==> config.mk <==
export PLATFORM = sky130hd
export DESIGN_NAME = rwu_ram
export DESIGN_NICKNAME = d
export VERILOG_FILES = /design/src/rprop_weight_update_assert.svh /design/src/rwu_ram.sv
export SDC_FILE = /design/constraint.sdc
export NUM_CORES = 1
export LEC_CHECK = 0
export BUFFER_PORTS_ARGS = -buffer_cell sky130_fd_sc_hd__buf_2
export CAP_MARGIN = 20
export CORE_UTILIZATION = 40
export DETAILED_ROUTE_END_ITERATION = 16
export SYNTH_ARGS = -nofsm -noshare
export SYNTH_HDL_FRONTEND = slang
export SYNTH_SLANG_ARGS = --single-unit
==> constraint.sdc <==
create_clock -name clk -period 1.99 [get_ports clk]
set_clock_uncertainty 0.1 [all_clocks]
set_input_delay 0.4975 -clock clk [delete_from_list [all_inputs] [get_ports clk]]
set_output_delay 0.4975 -clock clk [all_outputs]
set_load 0.1 [all_outputs]
==> src/rprop_weight_update_assert.svh <==
// Assertion macros used by rprop_weight_update.
`ifndef RPROP_WEIGHT_UPDATE_ASSERT_SVH
`define RPROP_WEIGHT_UPDATE_ASSERT_SVH

// Consequence holds in the same cycle as the antecedent.
`define RWU_ASSERT_NOW(label, clk, rstn, ante, cons, msg) \
    label: assert property (@(posedge clk) disable iff (!rstn) (ante) |-> (cons)) \
        else $error(msg);

// Consequence holds in the cycle after the antecedent.
`define RWU_ASSERT_NEXT(label, clk, rstn, ante, cons, msg) \
    label: assert property (@(posedge clk) disable iff (!rstn) (ante) |=> (cons)) \
        else $error(msg);

`endif

==> src/rwu_ram.sv <==
module rwu_ram #(
    parameter int WIDTH = 8,
    parameter int DEPTH = 16,
    localparam int AW = (DEPTH > 1) ? $clog2(DEPTH) : 1
) (
    input  logic             clk,
    input  logic             we,
    input  logic [AW-1:0]    waddr,
    input  logic [WIDTH-1:0] wdata,
    input  logic             re,
    input  logic [AW-1:0]    raddr,
    output logic [WIDTH-1:0] rdata
);

    logic [WIDTH-1:0] mem [DEPTH];
    logic [WIDTH-1:0] rdata_reg;

    // read-first: a read at the address being written returns the old word
    always_ff @(posedge clk) begin
        if (re) begin
            rdata_reg <= mem[raddr];
        end
        if (we) begin
            mem[waddr] <= wdata;
        end
    end

    assign rdata = rdata_reg;

endmodule

### Word-level counts from Yosys, hierarchy flattened

Memories as Yosys holds them, arrays and structs flattened. A register that Yosys moved wholly into a read port is not among the register bits.
Cells that the tools add are included.

| storage, ports and cells | value |
|---|---|
| memory bits (writable) | 128 |
| memories | 1 |
| input bits | 19 |
| output and inout bits | 8 |
| logic and storage cells | 3 |
| register bits after elaboration | 0 |

Memories:

| memory | depth | bits a word | read ports | clocked after Yosys merged registers in | write ports | RTL line | RTL |
|---|---|---|---|---|---|---|---|
| mem | 16 | 8 | 1 | 1 | 1 | rwu_ram.sv:15 | `logic [WIDTH-1:0] mem [DEPTH];` |

| operators by class | value |
|---|---|
| multiplexer cells | 2 |

Operators with widths:

| operator | number |
|---|---|
| 1-bit two-way mux | 2 |

### Depth between registers and ports, before layout

| logic depth | value |
|---|---|
| depth in word-level cells | 2 |
| mapped depth | 5 |
| depth with buffers taken out | 3 |

### Worst setup path after synthesis

No wires, ideal clock.

| timing | value |
|---|---|
| path kind | input port to flip-flop |
| start point | input port waddr[2] |
| end point | memory mem[0][0], enable pin |
| slack | -0.100 ns |
| stages | 2 |
| data required time | 1.507 ns |
| arrival | 1.607 ns |
| library setup time | 0.383 ns |
| buffers on the path | 0 |
| cell sequence | or3b_2 nor3_1 |

RTL lines:

| item | RTL line | RTL |
|---|---|---|
| start, declared | rwu_ram.sv:8 | `input logic [AW-1:0] waddr,` |
| end, declared | rwu_ram.sv:15 |  |

No word-level cell before the write port.

### Worst setup path in the final report

| timing | value |
|---|---|
| start point | register rdata_reg[7], in the netlist rdata[7], read port of mem |
| end point | output port rdata[7] |

RTL lines:

| item | RTL line | RTL |
|---|---|---|
| start, declared | rwu_ram.sv:16 | `logic [WIDTH-1:0] rdata_reg;` |
| end, declared | rwu_ram.sv:12 | `output logic [WIDTH-1:0] rdata` |

No word-level cell between the ends.

==> impl_metrics.py <==
metrics = {
    "clock_tree": {
        "cts_max_level": 4,
        "clockBufferDepth": 2,
        "postCtsSetupBuffers": 0,
        "cts.hold.buffers_added": 0,
        "cts_buffers": 17,
        "cts_tree": "yes",
        "clk_pin_slew_ns": 0.05,
        "cts-resized-gates": 0,
        "clock_sinks": 136,
        "clk_latency_ns": 0.41,
        "cts_root_buf": "clkbuf_16",
    },
    "sta": {
        "worst_pin_slew_ns": 0.734,
        "relSlewSlack_pct": 51.0,
        "setup-tns-final_ns": 0,
        "fmax_mhz": 538,
        "drv_slew": 0,
        "period_minus_slack_ns": 1.86,
        "setup_violations": 0,
        "hold_viol": 0,
        "fin_crit_sh_pct": 93.4,
        "rsz0062_at_grt": "false",
    },
    "run_status": {
        "outcome": "finished clean",
    },
    "pwr": {
        "leakagePower_nw": 2.12,
        "p_per_area_nw_per_um2": 1060,
        "vdd.ir_drop.worst_uv": 593,
    },
    "setup_path": {
        "endpoint_kind": "output port",
        "required_ns": 1.39,
        "crit_path_start_kind": "flop",
        "crit_type": "reg2out",
        "cp_data_arrival_time_ns": 1.26,
        "worstReg2RegStart": "mem[11][7]$_DFFE_PP_",
        "path_buf_inv": 1,
        "r2r-end": "rdata[7]$_DFFE_PP_",
        "ff2ff_path_depth": 3,
        "crit_family": "buffers and inverters",
        "crit_chain": "buf_2",
        "crit_start": "rdata[7]$_DFFE_PP_",
        "cp_num_cells": 1,
        "path_max_fanout": 1,
        "critical-path-max-stage-delay_ns": 0.45,
        "reg2reg_slack_ns": 0.43,
        "crit_slowest_cell": "buf_2",
    },
    "logic_synthesis": {
        "netlist_top_cells_count": "edfxtp_1, mux4_2, a22oi_1, mux4_1, nor2_1",
        "synthFlopType": "edfxtp_1",
        "yosysWarnings": 0,
        "synth_top_cell_by_area": "edfxtp_1",
        "syn_inst": 229,
        "synth_top_cell_area_share_pct": 78.1,
        "synth_nets": 248,
        "yosysSeqAreaShare_pct": 78.1,
        "ys_ff_latch": 136,
        "synthArstFlopShare_pct": 0,
        "syn_area_um2": 5230,
        "syn_area_per_cell_um2": 22.8,
        "synth-edff-count": 136,
        "yosysMostFrequentCell": "edfxtp_1",
        "yosysUniqueCellTypes": 18,
        "synth_area_leaders": "edfxtp_1, mux4_2, mux4_1",
    },
    "floorplan": {
        "pin_count": 27,
        "die-width_um": 116,
        "initial_core_util_pct": 41.3,
        "die-area_um2": 13500,
        "die_y_um": 116,
        "num_rows": 41,
        "design.core.area_um2": 12700,
    },
    "placed_design": {
        "placedCellCount": 438,
        "hpwl_um": 6710,
        "gp_congestion": 0.697,
        "io_buffers": 26,
    },
    "worst_hold_path": {
        "hp-class": "in2reg",
        "min-delay-start": "re",
        "hold-path-endpoint": "rdata[1]$_DFFE_PP_",
        "whs_path_depth": 1,
    },
    "global_route": {
        "grt_max_degree": 20,
        "grt.total_usage_pct": 16.6,
        "met3_usage_pct": 4.77,
        "globalRoute.busiestLayer": "met2",
        "grt_use_met1_pct": 19.7,
        "grt_pass1_vias": 2665,
        "grtUsageMet2_pct": 28.8,
        "overflow": 0,
        "antenna_found_initial": 0,
        "grt_pass1_wl_um": 15200,
    },
    "drt": {
        "viasPerCell": 5.22,
        "via_count": 2450,
        "ant_nets": 0,
        "drc": 0,
        "first_iter_violations": 191,
        "wl_um": 9800,
        "detail_route.first_pass.iterations": 4,
        "wire_per_inst_um": 20.9,
    },
    "layout": {
        "nets": 304,
        "num_antenna_cells": 0,
        "multiInputGateArea_um2": 1060,
        "largest_reg_flops": 128,
        "drive_above_1_share_pct": 31.3,
        "finalNonFillerCells": 469,
        "filler_cell_count": 1020,
        "areaGrowthSynthToFinish_pct": 19.9,
        "ff_latch_area_um2": 4080,
    },
    "run": {
        "timing.max_cap.violations": 0,
    },
}
==> worst max path at each step <==
stage	end	slack [ns]
after floorplan	rdata[1]$_DFFE_PP_	0.11
after global placement	rdata[5]$_DFFE_PP_	-0.12
final	rdata[7]	0.13
after detailed placement	rdata[5]$_DFFE_PP_	-0.15
after global routing	rdata[7]	0.11
after CTS	rdata[7]	0.1
==> routing by layer <==
| metal | wire (um) | vias to the layer above | share of wire (%) |
|---|---|---|---|
| li1 | - | 1089 | - |
| met1 | 4040 | 1294 | 41 |
| met2 | 5240 | 59 | 53 |
| met3 | 410 | 8 | 4.2 |
| met4 | 100 | 0 | 1.0 |
| met5 | 0 | - | 0 |
==> through the flow <==
step / power (mW) / instance area [um^2] / hold slack [ns] / setup WS [ns] / utilization [%]
floorplan: 3.56 / 5230 / 0.496 / 0.110 / -
global placement: 3.70 / 5700 / 0.628 / -0.123 / 45.0
detailed placement: 3.72 / 5700 / 0.643 / -0.146 / 45.0
CTS: 6.68 / 6270 / 0.351 / 0.0954 / 49.5
global route: 6.82 / 6270 / 0.362 / 0.108 / 49.5
finish: 6.63 / 6270 / 0.357 / 0.132 / 49.5
==> power by group <==
part,switching (mW),internal (mW)
Clock,1.05,1.93
Combinational,0.264,0.134
Sequential,0.0192,3.23
Total,1.33,5.30
==> cells by family (layout without fill, tap and decap cells) <==
| kind of cell | count (synthesis) | after routing | synth area share (%) |
|---|---|---|---|
| muxes | 32 | 32 | 14.8 |
| DFF | 136 | 136 | 78.1 |
| buffers and inverters | 10 | 78 | 1.65 |
| and+or+nand+nor | 35 | 35 | 3.14 |
| AOI/OAI and AO/OA | 16 | 16 | 2.30 |
==> final cells by class <==
class / count / area share [%]
sequential: 136 / 65.2
clock buffer: 19 / 6.91
tap: 172 / 3.43
timing repair buffer: 47 / 5.39
clock inverter: 12 / 2.14
multi-input combinational: 83 / 17.0
==> placed cells by master (no fill, tap or decap), types with 3 or more instances in the layout <==
| master | n |
|---|---|
| edfxtp_1 | 136 |
| buf_2 | 26 |
| mux4_2 | 18 |
| clkbuf_16 | 17 |
| buf_4 | 17 |
| a22oi_1 | 16 |
| mux4_1 | 14 |
| nor2_1 | 13 |
| nand2_1 | 9 |
| clkinv_2 | 5 |
| buf_12 | 4 |
| nor3_1 | 3 |
| clkinv_1 | 3 |
| bufinv_16 | 3 |
(Power assumes the default switching activity.)
