## src/rprop_weight_update_assert.svh

```systemverilog
// Assertion macros used by rprop_weight_update.
`ifndef RPROP_WEIGHT_UPDATE_ASSERT_SVH
`define RPROP_WEIGHT_UPDATE_ASSERT_SVH

// Consequence holds in the same cycle as the antecedent.
`define RWU_ASSERT_NOW(label, clk, rstn, ante, cons, msg) \
    label: assert property (@(posedge clk) disable iff (!rstn) (ante) |-> (cons)) \
        else $error(msg);

// Consequence holds in the cycle after the antecedent.
`define RWU_ASSERT_NEXT(label, clk, rstn, ante, cons, msg) \
    label: assert property (@(posedge clk) disable iff (!rstn) (ante) |=> (cons)) \
        else $error(msg);

`endif

```

## src/rwu_pkg.sv

```systemverilog
package rwu_pkg;

    localparam int IDX_W        = 12;
    localparam int WEIGHT_W     = 32;
    localparam int STEP_W       = 31;
    localparam int SIGN_W       = 2;
    localparam int ELEMENTS_DEF = 4096;
    localparam int FRAC_BITS    = 24;

    localparam int CFG_ADDR_W = 1;
    localparam logic [CFG_ADDR_W-1:0] REG_STEP_FLOOR   = 1'b0;
    localparam logic [CFG_ADDR_W-1:0] REG_STEP_CEILING = 1'b1;

    localparam logic [STEP_W-1:0] STEP_FLOOR_RST = 31'd17;
    localparam logic [STEP_W-1:0] STEP_CEIL_RST  = 31'd838860800;
    localparam logic [STEP_W-1:0] STEP_TENTH =
        STEP_W'(((64'd1 << (FRAC_BITS + 1)) + 64'd10) / 64'd20);

    localparam logic [SIGN_W-1:0] SIGN_ZERO = 2'b00;
    localparam logic [SIGN_W-1:0] SIGN_POS  = 2'b01;
    localparam logic [SIGN_W-1:0] SIGN_NEG  = 2'b11;

    // floor(step / 5) as (step * ceil(2^34 / 5)) >> 34, exact for 32-bit operands
    localparam int FIFTH_SH = 34;
    localparam logic [31:0] FIFTH_MUL = 32'hCCCC_CCCD;
    localparam int FIFTH_W = STEP_W + 32 - FIFTH_SH;

    typedef struct packed {
        logic [IDX_W-1:0]           element_index;
        logic signed [WEIGHT_W-1:0] current_weight;
        logic signed [WEIGHT_W-1:0] gradient;
    } rwu_in_t;

    typedef struct packed {
        logic signed [WEIGHT_W-1:0] new_weight;
        logic [STEP_W-1:0]          new_step;
        logic                       reverted;
    } rwu_out_t;

    typedef struct packed {
        logic [SIGN_W-1:0]          sign;
        logic [STEP_W-1:0]          step;
        logic signed [WEIGHT_W-1:0] change;
    } rwu_entry_t;

    localparam rwu_entry_t ENTRY_RST = '{
        sign:   SIGN_POS,
        step:   STEP_TENTH,
        change: $signed({1'b0, STEP_TENTH})
    };

endpackage

```

## src/rwu_update.sv

```systemverilog
module rwu_update (
    input  rwu_pkg::rwu_entry_t                   entry,
    input  logic [rwu_pkg::FIFTH_W-1:0]           step_fifth,
    input  logic [rwu_pkg::SIGN_W-1:0]            grad_sign,
    input  logic signed [rwu_pkg::WEIGHT_W-1:0]   weight,
    input  logic [rwu_pkg::STEP_W-1:0]            step_floor,
    input  logic [rwu_pkg::STEP_W-1:0]            step_ceiling,
    output rwu_pkg::rwu_entry_t                   new_entry,
    output rwu_pkg::rwu_out_t                     result
);
    import rwu_pkg::*;

    function automatic logic signed [WEIGHT_W-1:0] sat_w(input logic signed [WEIGHT_W:0] v);
        logic signed [WEIGHT_W-1:0] r;
        if (v[WEIGHT_W] != v[WEIGHT_W-1]) begin
            r = v[WEIGHT_W] ? {1'b1, {(WEIGHT_W-1){1'b0}}} : {1'b0, {(WEIGHT_W-1){1'b1}}};
        end else begin
            r = v[WEIGHT_W-1:0];
        end
        return r;
    endfunction

    logic                       both_nz;
    logic                       grow;
    logic                       shrink;
    logic [STEP_W:0]            grown;
    logic [STEP_W-1:0]          halved;
    logic [STEP_W-1:0]          step_new;
    logic signed [WEIGHT_W:0]   step_ext;
    logic signed [WEIGHT_W:0]   change_ext;
    logic signed [WEIGHT_W:0]   last_ext;
    logic signed [WEIGHT_W:0]   weight_ext;
    logic signed [WEIGHT_W:0]   sum_ext;

    always_comb begin
        both_nz = (grad_sign != SIGN_ZERO) && (entry.sign != SIGN_ZERO);
        grow    = both_nz && (grad_sign == entry.sign);
        shrink  = both_nz && (grad_sign != entry.sign);
        grown   = {1'b0, entry.step} + (STEP_W+1)'(step_fifth);
        halved  = {1'b0, entry.step[STEP_W-1:1]};

        if (grow) begin
            step_new = (grown > {1'b0, step_ceiling}) ? step_ceiling : grown[STEP_W-1:0];
        end else if (shrink) begin
            step_new = (halved < step_floor) ? step_floor : halved;
        end else begin
            step_new = entry.step;
        end

        step_ext = $signed({2'b00, step_new});
        case (grad_sign)
            SIGN_POS: change_ext = -step_ext;
            SIGN_NEG: change_ext = step_ext;
            default:  change_ext = '0;
        endcase

        last_ext   = {entry.change[WEIGHT_W-1], entry.change};
        weight_ext = {weight[WEIGHT_W-1], weight};
        sum_ext    = shrink ? (weight_ext - last_ext) : (weight_ext + change_ext);

        new_entry.sign   = shrink ? SIGN_ZERO : grad_sign;
        new_entry.step   = step_new;
        new_entry.change = shrink ? sat_w(-last_ext) : change_ext[WEIGHT_W-1:0];

        result.new_weight = sat_w(sum_ext);
        result.new_step   = step_new;
        result.reverted   = shrink;
    end

endmodule

```

## config.mk

```make
export PLATFORM = sky130hd
export DESIGN_NAME = rwu_update
export DESIGN_NICKNAME = d
export VERILOG_FILES = /design/src/rprop_weight_update_assert.svh /design/src/rwu_pkg.sv /design/src/rwu_update.sv
export SDC_FILE = /design/constraint.sdc
export NUM_CORES = 1
export LEC_CHECK = 0
export ABC_AREA = 1
export BUFFER_PORTS_ARGS = -buffer_cell sky130_fd_sc_hd__buf_2
export CAP_MARGIN = 20
export CORE_MARGIN = 1.5
export CORE_UTILIZATION = 56
export DETAILED_ROUTE_END_ITERATION = 7
export PLACE_DENSITY = 0.86
export SYNTH_ARGS = -nofsm -noshare
export SYNTH_HDL_FRONTEND = slang
export SYNTH_SLANG_ARGS = --single-unit
```

## constraint.sdc

```tcl
create_clock -name vclk -period 14.6
set_clock_uncertainty 0.15 [all_clocks]
set_input_delay 2.92 -clock vclk [all_inputs]
set_output_delay 2.92 -clock vclk [all_outputs]
set_load 0.01 [all_outputs]
```

======== Word-level counts from Yosys, hierarchy flattened ========
Index checks and enable logic that the tools add are counted.
word-level totals
  register bits ........................... 0
  latch bits .............................. 0
  bits in writable memories ............... 0
  bits in read-only memories .............. 0
  input port bits ......................... 190
  output and inout bits ................... 129
  logic and storage cells ................. 30
  memories kept ........................... 0
operators by class
  add/subtract/negate cells ............... 5
  $mul .................................... 0
  divide/modulo/power cells ............... 0
  magnitude comparators ................... 2
  equality and inequality tests ........... 6
  shift operators ......................... 0
  multiplexer cells ....................... 12
  bitwise gates (word level) .............. 0
  reductions and logical operators ........ 5
operators by type and width
  cell                                            count
  two-way mux 32 bit                              5
  two-way mux 31 bit                              4
  one-hot mux 33 bit (2 select lines)             1
  adder 32 x 33 -> 33 bit                         1
  two-way mux 33 bit                              1
  negator 31 -> 33 bit                            1
  negator 32 -> 33 bit                            1
  subtractor 32 x 32 -> 33 bit                    1
  adder 31 x 29 -> 32 bit                         1
  > comparator 32 x 31 -> 1 bit                   1
  less-than comparator 30 x 31 -> 1 bit           1
  nonzero test 2 bit                              2
  logical AND 1 bit                               3
  == test 2 x 1 -> 1 bit (second input constant)  1
  == test 2 bit                                   1
  == test 2 bit (second input constant)           1
  two-way mux 2 bit                               1
  != test 1 bit                                   2
  != test 2 bit                                   1

======== Logic depth before layout (Yosys ltp) ========
  depth in word-level cells ............... 11
  depth in mapped cells ................... 66
  depth with buffers taken out ............ 64

======== Least setup slack after synthesis ========
Ideal clock, no wire load.
  path type ............................... input-to-output
  from .................................... input entry[32] (netlist name)
  to ...................................... output result[56] (netlist name)
  arrival time ............................ 10.242 ns
  data required time ...................... 11.530 ns
  path slack .............................. 1.288 ns
  stages on the path ...................... 53
  buffers on the path ..................... 3
  path through ............................ ha_1 > fa_1 > nand2_1 > inv_1 > nand2_1 > nand2_1 > nand3_1 > nand3_1 > nand2_1 > nand2_1 > nand2_1 > nand2_1 > nand2_1 > nand2_1 > ha_1 > nand3_1 > nor3_1 > nand4_4 > [... 17 more ...] > a21oi_1 > inv_1 > a21o_1 > a21oi_1 > o21ai_1 > a21boi_0 > o21ai_0 > a21boi_1 > o21bai_1 > a21oi_1 > xor2_1 > inv_1 > nand2_2 > nand2_2 > nand2_4 > buf_6 > nand2_1 > nand2_1
RTL lines
  what                line             source
  start: declaration  rwu_update.sv:2  input rwu_pkg::rwu_entry_t entry,
  end: declaration    rwu_update.sv:9  output rwu_pkg::rwu_out_t result

==> flow_metrics.tcl <==
set metrics [dict create \
    outcome "complete, no violations" \
    p_leak_nw 7.23 \
    drt-total-wl_um 41800 \
    core_area_um2 18800 \
    wl_per_cell_um 16.3 \
    place_congestion 1.00 \
    fin_crit_sh_pct 96.9 \
    firstDrtPassIters 7 \
    nNetsFinal 2624 \
    design.seq.count 0 \
    fp-row-count 50 \
    syn_to_final_growth_pct 15.9 \
    total_power_mw 0.913 \
    hold_class "in2out" \
    syn_avg_cell_area_um2 5.29 \
    met1_length_um 16400 \
    arrival_ps 11080 \
    finalHoldViolCount 0 \
    ys_top_cells_by_count "nand2_1, inv_1, nor2_1" \
    final.fill_count 1802 \
    dpl.hpwl_um 35600 \
    dr_wl_met3_um 3760 \
    syn-cell-area_um2 10900 \
    multi_input_area_um2 9310 \
    synth_area_leaders "nand2_1, ha_1, inv_1, nand3_1, nor2_1" \
    synth.top_cell.area_share_pct 19.4 \
    synth_cell_types 50 \
    vias_per_cell 5.67 \
    critPathTopFamily "simple AND/OR/NAND/NOR gates" \
    initial_core_util_pct 57.7 \
    criticalPathCategory "in2out" \
    cp.required_ps 11530 \
    setup_viol_count_final 0 \
    drt_iter0_markers 1043 \
    seq_area_frac_synth_pct 0 \
    clkbuf_count 0 \
    grt_pass1_vias 13100 \
    ios 319 \
    cp_slowest_cell "ha_1" \
    power_density_nw_per_um2 72.6 \
    drive_above_1_share_pct 22.0 \
    yosys.cell_count.top_type "nand2_1" \
    finalMaxSlewViolations 0 \
    yosys.area.top_type "nand2_1" \
    fp.dieH_um 142 \
    synthCells 2051 \
    die_w_um 142 \
    cp_common_cell "nand2_1" \
    grt_overflow 0 \
    cp_num_buf_inv 9 \
    route.met2.wl_um 19500 \
    grtUsageTotal_pct 38.4 \
    worstMarginPinSlew_ps 711 \
    seq_area_um2 0 \
    grt_pass1_wl_um 63100 \
    grt_max_degree 70 \
    antenna_found_initial 1 \
    critPathMaxFanout 30 \
    layout_min_cycle_time_ps 14150 \
    die-area_um2 20200 \
    cpPeakStageDelay_ps 370 \
    synth.net_count 2367 \
    dpl.cell_count 2558 \
    max_freq_mhz 70.7 \
    crit_path_start_kind "input port" \
    drc 0 \
    postRouteAntennaNets 0 \
    io_buffers 319 \
    vias 14500 \
    highest_layer "met4" \
    cp-end-kind "primary output" \
    vdd_drop_max_uv 33.4 \
    drv_cap 0 \
    fin_cells 2567 \
    relSlewSlack_pct 52.5 \
    yosys_warnings 0 \
]
[routing by layer]
layer	vias to the layer above	GRT usage, %
met5	-	0
met1	6419	46.6
met4	0	17.9
met3	153	2.89
li1	7138	-
met2	838	68.8
[cells by family (layout without fill, tap and decap cells)]
| group | after synthesis | count (layout) | share of synthesized area [%] |
|---|---|---|---|
| AO/OA/AOI/OAI | 351 | 351 | 18.2 |
| XOR/XNOR | 77 | 77 | 6.21 |
| adder cells (fa/ha/maj) | 126 | 126 | 14.7 |
| buffers and inverters | 394 | 649 | 15.9 |
| other | 0 | 1 | 0 |
| AND/OR/NAND/NOR | 1103 | 1103 | 45.0 |
[metrics by stage]
step                utilization (%)  hold WS (ps)  setup WS, ps  instance area (um^2)  setup TNS, ps
CTS                            65.5          6150          7.23                 12300              0
global placement               65.5          6120           120                 12300              0
finish                         66.8          6150           451                 12600              0
global route                   66.8          6170          -131                 12600          -2890
floorplan                         -          5880          1290                 10900              0
detailed placement             65.5          6150          -108                 12300          -2760
[placed cells by master (no fill, tap or decap), drive strengths merged, types with 2 or more instances in the layout]
cell and instances:
a211oi 3, a21boi 7, a21o 6, a21oi 154
a221oi 2, a22oi 8, a31oi 7, and2 2
buf 343, fa 2, ha 124, inv 306
nand2 599, nand3 181, nand3b 4, nand4 32
nor2 249, nor3 20, nor4 11, o211ai 11
o21a 3, o21ai 125, o21bai 9, o22ai 9
o31ai 4, or2 5, xnor2 12, xor2 65
[cell type report]
| class | instances | share of cell area [%] |
|---|---|---|
| inverter | 306 | 9.13 |
| multi-input combinational | 1657 | 74.0 |
| antenna | 1 | 0.0199 |
| tap | 260 | 2.59 |
| timing repair buffer | 343 | 14.3 |
[path summary, 6_finish.rpt]
check,depth (start not counted),start,to,slack (ps)
hold / removal,4,entry[19],new_entry[19],6150
setup / recovery,57,entry[38],result[61],450
[power by group]
part	switching (mW)	internal [mW]
registers	0	0
logic	0.586	0.327
clock network	0	0.00000000916
total	0.586	0.327
[timing repair]
action,in CTS,in global routing
hold buffers,0,0
cloned,0,0
endpoints found under the setup margin,31,32
resized for setup,1,49
setup buffers,0,8
pin swaps,0,7
Note: power is estimated with default switching activity, not from simulation.
